==> src/design/lrrp_pkg.sv <==
`timescale 1ns / 1ps
// shared types and constants of the leaky relu requantize packer
// no dependencies; used by every module of the block

package lrrp_pkg;

  localparam int unsigned AccWidth      = 32;
  localparam int unsigned HalfWidth     = 16;
  localparam int unsigned WordWidth     = 2 * HalfWidth;
  localparam int unsigned LeakMulWidth  = 13;
  localparam int unsigned ProdWidth     = AccWidth + LeakMulWidth;
  localparam int unsigned LeakShift     = 15;
  localparam int unsigned LeakMul       = 32'h0000_0ccc;
  localparam int unsigned ShiftWidth    = 5;
  localparam int unsigned CfgIndexWidth = 2;
  localparam int unsigned CfgDataWidth  = ShiftWidth;

  // queue between front and back; depth must be a power of two
  localparam int unsigned QueueDepth    = 4;
  localparam int unsigned QueuePtrWidth = $clog2(QueueDepth);
  localparam int unsigned QueueCntWidth = QueuePtrWidth + 1;

  typedef enum logic [CfgIndexWidth-1:0] {
    CfgLeakyEnable = 2'd0,
    CfgConvMode    = 2'd1,
    CfgOutputShift = 2'd2
  } cfg_index_e;

  typedef struct packed {
    logic                  leaky_enable;
    logic                  conv_mode;
    logic [ShiftWidth-1:0] output_shift;
  } cfg_t;

  typedef struct packed {
    logic [HalfWidth-1:0] half;
    logic                 last;
  } queue_entry_t;

endpackage

==> src/design/lrrp_front.sv <==
`timescale 1ns / 1ps
// front part: accepts accumulator values, applies leaky slope and output shift
// depends on lrrp_pkg; feeds lrrp_queue

module lrrp_front (
  input  logic                               clk_i,
  input  logic                               rst_ni,
  input  lrrp_pkg::cfg_t                     cfg_i,
  input  logic                               s_valid_i,
  output logic                               s_ready_o,
  input  logic [lrrp_pkg::AccWidth-1:0]      s_data_i,
  input  logic                               s_last_i,
  output logic                               push_valid_o,
  output lrrp_pkg::queue_entry_t             push_entry_o,
  input  logic                               push_ready_i
);

  logic [lrrp_pkg::ProdWidth-1:0] prod;
  logic [lrrp_pkg::AccWidth-1:0]  leaked;
  logic [lrrp_pkg::AccWidth-1:0]  s1_value_d, s1_value_q;
  logic                           s1_last_q;
  logic                           s1_valid_q;
  logic                           load;
  logic [lrrp_pkg::ShiftWidth-1:0] amount;
  logic signed [lrrp_pkg::AccWidth-1:0] s1_signed;
  logic signed [lrrp_pkg::AccWidth-1:0] shifted;

  // modular product of the sign-extended operands, exact within ProdWidth
  assign prod = {{lrrp_pkg::LeakMulWidth{s_data_i[lrrp_pkg::AccWidth-1]}}, s_data_i}
              * lrrp_pkg::ProdWidth'(lrrp_pkg::LeakMul);
  // floor of product / 2^15 always fits back into the accumulator width
  assign leaked = {
    {(lrrp_pkg::AccWidth + lrrp_pkg::LeakShift - lrrp_pkg::ProdWidth)
      {prod[lrrp_pkg::ProdWidth-1]}},
    prod[lrrp_pkg::ProdWidth-1:lrrp_pkg::LeakShift]
  };

  always_comb begin
    if (cfg_i.leaky_enable && s_data_i[lrrp_pkg::AccWidth-1]) begin
      s1_value_d = leaked;
    end else begin
      s1_value_d = s_data_i;
    end
  end

  assign s_ready_o = !s1_valid_q || push_ready_i;
  assign load      = s_valid_i && s_ready_o;

  always_ff @(posedge clk_i or negedge rst_ni) begin
    if (!rst_ni) begin
      s1_valid_q <= 1'b0;
    end else if (s_ready_o) begin
      s1_valid_q <= s_valid_i;
    end
  end

  always_ff @(posedge clk_i) begin
    if (load) begin
      s1_value_q <= s1_value_d;
      s1_last_q  <= s_last_i;
    end
  end

  assign amount    = cfg_i.conv_mode ? cfg_i.output_shift : '0;
  assign s1_signed = s1_value_q;
  assign shifted   = s1_signed >>> amount;

  assign push_valid_o      = s1_valid_q;
  assign push_entry_o.half = shifted[lrrp_pkg::HalfWidth-1:0];
  assign push_entry_o.last = s1_last_q;

endmodule

==> src/design/lrrp_queue.sv <==
`timescale 1ns / 1ps
// short queue of requantized halves between front and back
// depends on lrrp_pkg

module lrrp_queue (
  input  logic                   clk_i,
  input  logic                   rst_ni,
  input  logic                   push_valid_i,
  input  lrrp_pkg::queue_entry_t push_entry_i,
  output logic                   push_ready_o,
  output logic                   pop_valid_o,
  output lrrp_pkg::queue_entry_t pop_entry_o,
  input  logic                   pop_ready_i
);

  lrrp_pkg::queue_entry_t               entries_q [lrrp_pkg::QueueDepth];
  logic [lrrp_pkg::QueuePtrWidth-1:0]   wr_ptr_q, rd_ptr_q;
  logic [lrrp_pkg::QueueCntWidth-1:0]   count_q, count_d;
  logic                                 push, pop;

  assign push_ready_o = count_q != lrrp_pkg::QueueCntWidth'(lrrp_pkg::QueueDepth);
  assign pop_valid_o  = count_q != '0;
  assign push         = push_valid_i && push_ready_o;
  assign pop          = pop_valid_o && pop_ready_i;
  assign pop_entry_o  = entries_q[rd_ptr_q];

  always_comb begin
    count_d = count_q;
    if (push && !pop) begin
      count_d = count_q + 1'b1;
    end else if (pop && !push) begin
      count_d = count_q - 1'b1;
    end
  end

  always_ff @(posedge clk_i or negedge rst_ni) begin
    if (!rst_ni) begin
      wr_ptr_q <= '0;
      rd_ptr_q <= '0;
      count_q  <= '0;
    end else begin
      count_q <= count_d;
      if (push) begin
        wr_ptr_q <= wr_ptr_q + 1'b1;
      end
      if (pop) begin
        rd_ptr_q <= rd_ptr_q + 1'b1;
      end
    end
  end

  always_ff @(posedge clk_i) begin
    if (push) begin
      entries_q[wr_ptr_q] <= push_entry_i;
    end
  end

`ifndef ASSERT_OFF
  a_count_bound: assert property (@(posedge clk_i) disable iff (!rst_ni)
    count_q <= lrrp_pkg::QueueCntWidth'(lrrp_pkg::QueueDepth))
    else $error("queue fill count beyond depth");

  a_ptr_track: assert property (@(posedge clk_i) disable iff (!rst_ni)
    wr_ptr_q == rd_ptr_q + count_q[lrrp_pkg::QueuePtrWidth-1:0])
    else $error("queue pointers and fill count disagree");
`endif

endmodule

==> src/design/lrrp_back.sv <==
`timescale 1ns / 1ps
// back part: pairs requantized halves into words and flushes odd leftovers
// depends on lrrp_pkg; drains lrrp_queue

module lrrp_back (
  input  logic                              clk_i,
  input  logic                              rst_ni,
  input  logic                              pop_valid_i,
  input  lrrp_pkg::queue_entry_t            pop_entry_i,
  output logic                              pop_ready_o,
  output logic                              m_valid_o,
  input  logic                              m_ready_i,
  output logic [lrrp_pkg::WordWidth-1:0]    m_data_o,
  output logic                              m_last_o
);

  logic [lrrp_pkg::HalfWidth-1:0] held_q, held_d;
  logic                           pending_q, pending_d;
  logic                           out_valid_q, out_valid_d;
  logic [lrrp_pkg::WordWidth-1:0] out_data_q, out_data_d;
  logic                           out_last_q, out_last_d;
  logic                           pop, emit;

  assign pop_ready_o = !out_valid_q || m_ready_i;
  assign pop         = pop_valid_i && pop_ready_o;
  assign emit        = pop && (pending_q || pop_entry_i.last);

  always_comb begin
    held_d      = held_q;
    pending_d   = pending_q;
    out_data_d  = out_data_q;
    out_last_d  = out_last_q;
    out_valid_d = out_valid_q && !m_ready_i;
    if (pop) begin
      priority if (pending_q) begin
        out_data_d = {pop_entry_i.half, held_q};
        out_last_d = pop_entry_i.last;
        pending_d  = 1'b0;
        held_d     = '0;
      end else if (pop_entry_i.last) begin
        // odd leftover at row end, high half zero
        out_data_d = {{lrrp_pkg::HalfWidth{1'b0}}, pop_entry_i.half};
        out_last_d = 1'b1;
      end else begin
        held_d    = pop_entry_i.half;
        pending_d = 1'b1;
      end
    end
    if (emit) begin
      out_valid_d = 1'b1;
    end
  end

  always_ff @(posedge clk_i or negedge rst_ni) begin
    if (!rst_ni) begin
      held_q      <= '0;
      pending_q   <= 1'b0;
      out_valid_q <= 1'b0;
    end else begin
      held_q      <= held_d;
      pending_q   <= pending_d;
      out_valid_q <= out_valid_d;
    end
  end

  always_ff @(posedge clk_i) begin
    out_data_q <= out_data_d;
    out_last_q <= out_last_d;
  end

  assign m_valid_o = out_valid_q;
  assign m_data_o  = out_data_q;
  assign m_last_o  = out_last_q;

`ifndef ASSERT_OFF
  a_held_clear: assert property (@(posedge clk_i) disable iff (!rst_ni)
    !pending_q |-> held_q == '0)
    else $error("held half not cleared while nothing pending");

  a_row_end_flush: assert property (@(posedge clk_i) disable iff (!rst_ni)
    pop && pop_entry_i.last |=> !pending_q && out_valid_q && out_last_q)
    else $error("row end left a half pending or no final word");

  a_word_from_pop: assert property (@(posedge clk_i) disable iff (!rst_ni)
    $rose(out_valid_q) |-> $past(pop))
    else $error("output word appeared without a queue transfer");
`endif

endmodule

==> src/design/leaky_relu_requantize_packer_core.sv <==
`timescale 1ns / 1ps
// Accepts one signed 32-bit accumulator value per cycle, with no gaps needed
// between transfers. Each value passes a registered multiply stage (leaky slope
// 0xccc/32768 on negatives if enabled), then in conv mode an arithmetic output
// shift, into a four-entry queue; the packer behind it emits one 32-bit word per
// pair, earlier value in bits 15:0, or a word with a zero high half for an odd
// value at row end, registered at the output. The sustained rate is one value
// per cycle, held off only when the output side stalls long enough to fill the
// queue. Configuration writes are taken at any time and must only be issued
// while the block is empty.
// depends on lrrp_pkg, lrrp_front, lrrp_queue, lrrp_back

module leaky_relu_requantize_packer_core (
  input  logic                                  clk_i,
  input  logic                                  rst_ni,
  input  logic                                  cfg_valid_i,
  output logic                                  cfg_ready_o,
  input  logic [lrrp_pkg::CfgIndexWidth-1:0]    cfg_index_i,
  input  logic [lrrp_pkg::CfgDataWidth-1:0]     cfg_data_i,
  input  logic                                  s_axis_tvalid,
  output logic                                  s_axis_tready,
  input  logic [lrrp_pkg::AccWidth-1:0]         s_axis_tdata,  // [31:0] acc_value
  input  logic                                  s_axis_tlast,
  output logic                                  m_axis_tvalid,
  input  logic                                  m_axis_tready,
  output logic [lrrp_pkg::WordWidth-1:0]        m_axis_tdata,  // [31:0] packed_word
  output logic                                  m_axis_tlast
);

  lrrp_pkg::cfg_t         cfg_q;
  lrrp_pkg::queue_entry_t push_entry, pop_entry;
  logic                   push_valid, push_ready, pop_valid, pop_ready;

  assign cfg_ready_o = 1'b1;

  always_ff @(posedge clk_i or negedge rst_ni) begin
    if (!rst_ni) begin
      cfg_q.leaky_enable <= 1'b1;
      cfg_q.conv_mode    <= 1'b1;
      cfg_q.output_shift <= '0;
    end else if (cfg_valid_i) begin
      unique case (lrrp_pkg::cfg_index_e'(cfg_index_i))
        lrrp_pkg::CfgLeakyEnable: cfg_q.leaky_enable <= cfg_data_i[0];
        lrrp_pkg::CfgConvMode:    cfg_q.conv_mode    <= cfg_data_i[0];
        lrrp_pkg::CfgOutputShift: cfg_q.output_shift <= cfg_data_i;
        default: ;  // unused index, write dropped
      endcase
    end
  end

  lrrp_front u_front (
    .clk_i        (clk_i),
    .rst_ni       (rst_ni),
    .cfg_i        (cfg_q),
    .s_valid_i    (s_axis_tvalid),
    .s_ready_o    (s_axis_tready),
    .s_data_i     (s_axis_tdata),
    .s_last_i     (s_axis_tlast),
    .push_valid_o (push_valid),
    .push_entry_o (push_entry),
    .push_ready_i (push_ready)
  );

  lrrp_queue u_queue (
    .clk_i        (clk_i),
    .rst_ni       (rst_ni),
    .push_valid_i (push_valid),
    .push_entry_i (push_entry),
    .push_ready_o (push_ready),
    .pop_valid_o  (pop_valid),
    .pop_entry_o  (pop_entry),
    .pop_ready_i  (pop_ready)
  );

  lrrp_back u_back (
    .clk_i       (clk_i),
    .rst_ni      (rst_ni),
    .pop_valid_i (pop_valid),
    .pop_entry_i (pop_entry),
    .pop_ready_o (pop_ready),
    .m_valid_o   (m_axis_tvalid),
    .m_ready_i   (m_axis_tready),
    .m_data_o    (m_axis_tdata),
    .m_last_o    (m_axis_tlast)
  );

endmodule

==> config.mk <==
export PLATFORM = sky130hd
export DESIGN_NAME = leaky_relu_requantize_packer_core
export DESIGN_NICKNAME = d
export VERILOG_FILES = /design/src/design/lrrp_pkg.sv /design/src/design/lrrp_front.sv /design/src/design/lrrp_queue.sv /design/src/design/lrrp_back.sv /design/src/design/leaky_relu_requantize_packer_core.sv
export SDC_FILE = /design/constraint.sdc
export NUM_CORES = 1
export LEC_CHECK = 0
export BUFFER_PORTS_ARGS = -buffer_cell sky130_fd_sc_hd__buf_2
export CORE_UTILIZATION = 46
export DETAILED_ROUTE_END_ITERATION = 6
export GPL_TIMING_DRIVEN = 0
export PLACE_DENSITY = 0.64
export SLEW_MARGIN = 20
export SYNTH_ARGS = -nofsm -noshare
export SYNTH_HDL_FRONTEND = slang
export SYNTH_HIERARCHICAL = 1
export SYNTH_SLANG_ARGS = --single-unit
==> constraint.sdc <==
create_clock -name clk_i -period 2.56 [get_ports clk_i]
set_input_delay 0.256 -clock clk_i [delete_from_list [all_inputs] [get_ports clk_i]]
set_output_delay 0.256 -clock clk_i [all_outputs]
set_load 0.02 [all_outputs]
==> run_results.csv <==
group,metric,value,unit
status,outcome,"complete, but fails checks",
status,violations,"setup timing",
setup_path,crit_path_max_fanout,5,
setup_path,crit_arrival,4740,ps
yosys,synth_compound_area_frac,0.106,
global_route,grt_overflow,0,
floorplan,die_x,182,um
sta,fin_crit_sh,1.79,
placed_design,io_buffer_count,79,
yosys,synth_xor_xnor_area_share,0.0340,
placed_design,place_hpwl,26.2,mm
yosys,async_reset_ff_frac,0.198,
yosys,yosysSeqAreaShare,0.325,
floorplan,ios,81,
clock_tree,ctsHtreeMaxLevel,4,
yosys,synth_edf_count,134,
yosys,synthFlopType,"edfxtp_1",
floorplan,placementRows,65,
yosys,synthTopCellsByArea,"edfxtp_1, fa_1, ha_1",
routing,wire_per_inst,17.3,um
sta,setup_viol,32,
sta,fin_ws,-2020,ps
flow_run,drv_cap,0,
sta,hold_viol_final,0,
global_route,grt_max_degree,34,
setup_path,required,2720,ps
setup_path,crit_chain,"buf_12 > ha_4 > xor2_2 > ha_2 > a21o_1 > fa_1 > fa_1 > inv_1 > fa_1 > inv_2 > ha_4 > and3_4 > a22o_1 > a21oi_1 > a21bo_2 > a2111o_1 > a2111oi_4 > or4_1 > a31oi_1",
setup_path,worstSetupEndpointType,"flip-flop",
setup_path,cp_slowest_stage_delay,490,ps
routing,first_pass_iters,7,
yosys,syn_inst,1382,
clock_tree,clkLatencyLatePin,420,ps
floorplan,initial_utilization,0.471,
yosys,synth_seq_cells,167,
yosys,synthesis.nets,1674,
final_layout,fillers,2623,
yosys,synth.avg_cell_area,10.8,sq um
clock_tree,path_clk_slew,60,ps
sta,grt_setup_unrepaired,"true",
final_layout,final_nets,1839,
routing,wirelength,34.0,mm
global_route,grtUsageTotal,0.213,
sta,slew_headroom,0.383,
placed_design,post-place-ws,-2920,ps
sta,fmax,218,MHz
routing,drtIter0Drc,406,
yosys,synth_top_family_by_area,"adder cells",
yosys,post_synth_num_cell_types,79,
yosys,netlist.area_leader.share,0.269,
sta,clock_skew,8.51,ps
yosys,yosysTopAreaCell,"edfxtp_1",
clock_tree,cts_sinks,167,
setup_path,path_class,"in -> reg",
placed_design,gp_congestion,0.918,
global_route,antenna_found_initial,0,
clock_tree,clockBufferDepth,2,
yosys,synth_mux_area_frac,0.103,
routing,drc_errors,0,
clock_tree,cts_buffers,17,
global_route,grt_pass1_wl,55.7,mm
global_route,grt_pass1_vias,11200,
sta,slew_viol_final,0,
routing,vias,10600,
min_path,hold_path.class,"in -> reg",
final_layout,drive_gt1_frac,0.298,
routing,avgViaCountPerCell,5.39,
floorplan,die_area,33200,sq um
setup_path,startpoint_type,"primary input",
setup_path,cp_slowest_cell,"fa_1",
routing,antenna_left,0,
floorplan,design.core.area,31700,sq um
final_layout,area_delta_synth_final,25.4,%
yosys,ys_warn_count,6,
final_layout,diodes,0,
setup_path,crit_top_cell,"fa_1",
floorplan,die_height,182,um
yosys,synthAdderAreaFrac,0.260,
sta,period_minus_slack,4580,ps
clock_tree,tritoncts,"yes",
clock_tree,root_buffer,"clkbuf_16",
sta,worst_pin_slew,925,ps
yosys,syn_area,14900,sq um
yosys,synth_simple_gate_area_share,0.0994,
-- worst max-delay path, delay by kind of cell --
| kind | cells | cell delay, ps |
|---|---|---|
| compound gates | 7 | 1670 |
| fa+ha+maj | 6 | 2110 |
| buf+inv | 3 | 210 |
| xor+xnor | 1 | 150 |
| simple gates | 2 | 340 |
-- final cells by class --
type | count | area, sq um | share of cell area
Clock buffer | 21 | 450 | 0.0240
Sequential cell | 167 | 4850 | 0.259
Tap cell | 402 | 503 | 0.0269
Clock inverter | 11 | 123 | 0.00655
Timing Repair Buffer | 149 | 1190 | 0.0633
Inverter | 221 | 833 | 0.0445
Buffer | 45 | 294 | 0.0157
Multi-Input combinational cell | 946 | 10500 | 0.560
-- layer usage --
metal / GRT usage / routed length, um / share of wire
met5: 0 / 0 / 0
met4: 0.0854 / 864 / 0.025
met3: 0.0231 / 969 / 0.029
met2: 0.393 / 17800 / 0.52
met1: 0.252 / 14300 / 0.42
-- cell families (layout without fill, tap and decap cells) --
kind of cell | Yosys count | count (layout)
other | 1 | 1
AND/OR/NAND/NOR | 292 | 292
AO/OA/AOI/OAI | 234 | 234
adder cells (fa/ha/maj) | 247 | 247
buffers and inverters | 269 | 447
multiplexers | 114 | 114
flip-flops | 167 | 167
XOR/XNOR | 58 | 58
-- flip-flops by register name, summed over array words and instances (netlist names) --
register	cells
u_back/m_valid_o	1
u_queue/wr_ptr_q	2
u_back/held_q	16
u_front/s1_signed	32
u_front/s1_last_q	1
u_back/m_data_o	32
u_front/push_valid_o	1
u_back/m_last_o	1
u_queue/count_q	3
u_back/pending_q	1
cfg_q	7
u_queue/entries_q	68
u_queue/rd_ptr_q	2
-- path summary, 6_finish.rpt --
path / startpoint / end / slack (ps) / cells after the start
worst max-delay path: s_axis_tdata[2] / u_front/s1_signed[24] / -2020 / 19
worst min-delay path: s_axis_tlast / u_front/s1_last_q / 30 / 1
worst min register to register: u_back/held_q[2] / u_back/held_q[2] / 500 / 1
worst max register to register: cfg_q[5] / u_queue/entries_q[0][4] / 150 / 9
max in group asynchronous: rst_ni / cfg_q[0] / 1570 / 2
min in group asynchronous: rst_ni / u_back/m_valid_o / 460 / 2
-- synth_stat cells (12+ instances only) --
cell,count
inv_1,221
ha_1,142
edfxtp_1,134
nand2_1,119
fa_1,105
mux2i_1,63
a21o_1,50
a21oi_1,43
o21ai_0,43
and2_1,40
xor2_1,36
dfrtp_1,31
clkbuf_1,27
nor3_1,25
nor2_1,24
xnor2_1,22
nand3_1,21
mux2_4,15
nor2b_1,15
o31ai_1,14
mux4_2,13
o21a_1,12
-- per-stage QoR --
| step | hold slack (ps) | utilization | instances | setup TNS, ps | cell area [sq um] |
|---|---|---|---|---|---|
| after floorplan | -39.6 | - | 1382 | -57190 | 15500 |
| after global placement | 403 | 0.517 | 1863 | -84000 | 16400 |
| after detailed placement | 392 | 0.517 | 1863 | -88230 | 16400 |
| after CTS | 11.9 | 0.570 | 1941 | -56220 | 18100 |
| after global routing | 9.18 | 0.591 | 1962 | -60920 | 18700 |
| final | 29.7 | 0.591 | 1962 | -56420 | 18700 |
-- repair_timing --
item                                   in CTS  in global routing
pin swaps                                  70                 47
setup endpoints to repair                  96                 96
setup buffers                              46                 24
resized for setup                         161                123
hold buffers                                1                  0
endpoints found under the hold margin      31                  0
-- cells in the final DEF (no fill, tap or decap), drive strengths merged, types with 6 or more instances in the layout --
cell and instances:
nand2 119, a21oi 43, o21a 12, nand3 22, a31oi 7, o211ai 8, a211oi 9, o21ai 47
fa 105, mux2 29, nor2b 15, ha 142, mux4 22, clkbuf 49, inv 222, edfxtp 134
and2 40, o31ai 15, a21o 53, xnor2 22, mux2i 63, and3 10, buf 165, dfrtp 31
nor2 24, clkinv 6, xor2 36, nor3 25
Power is not shown: default switching activity piles up to over one toggle a cycle in this logic, so the estimate is an artifact.
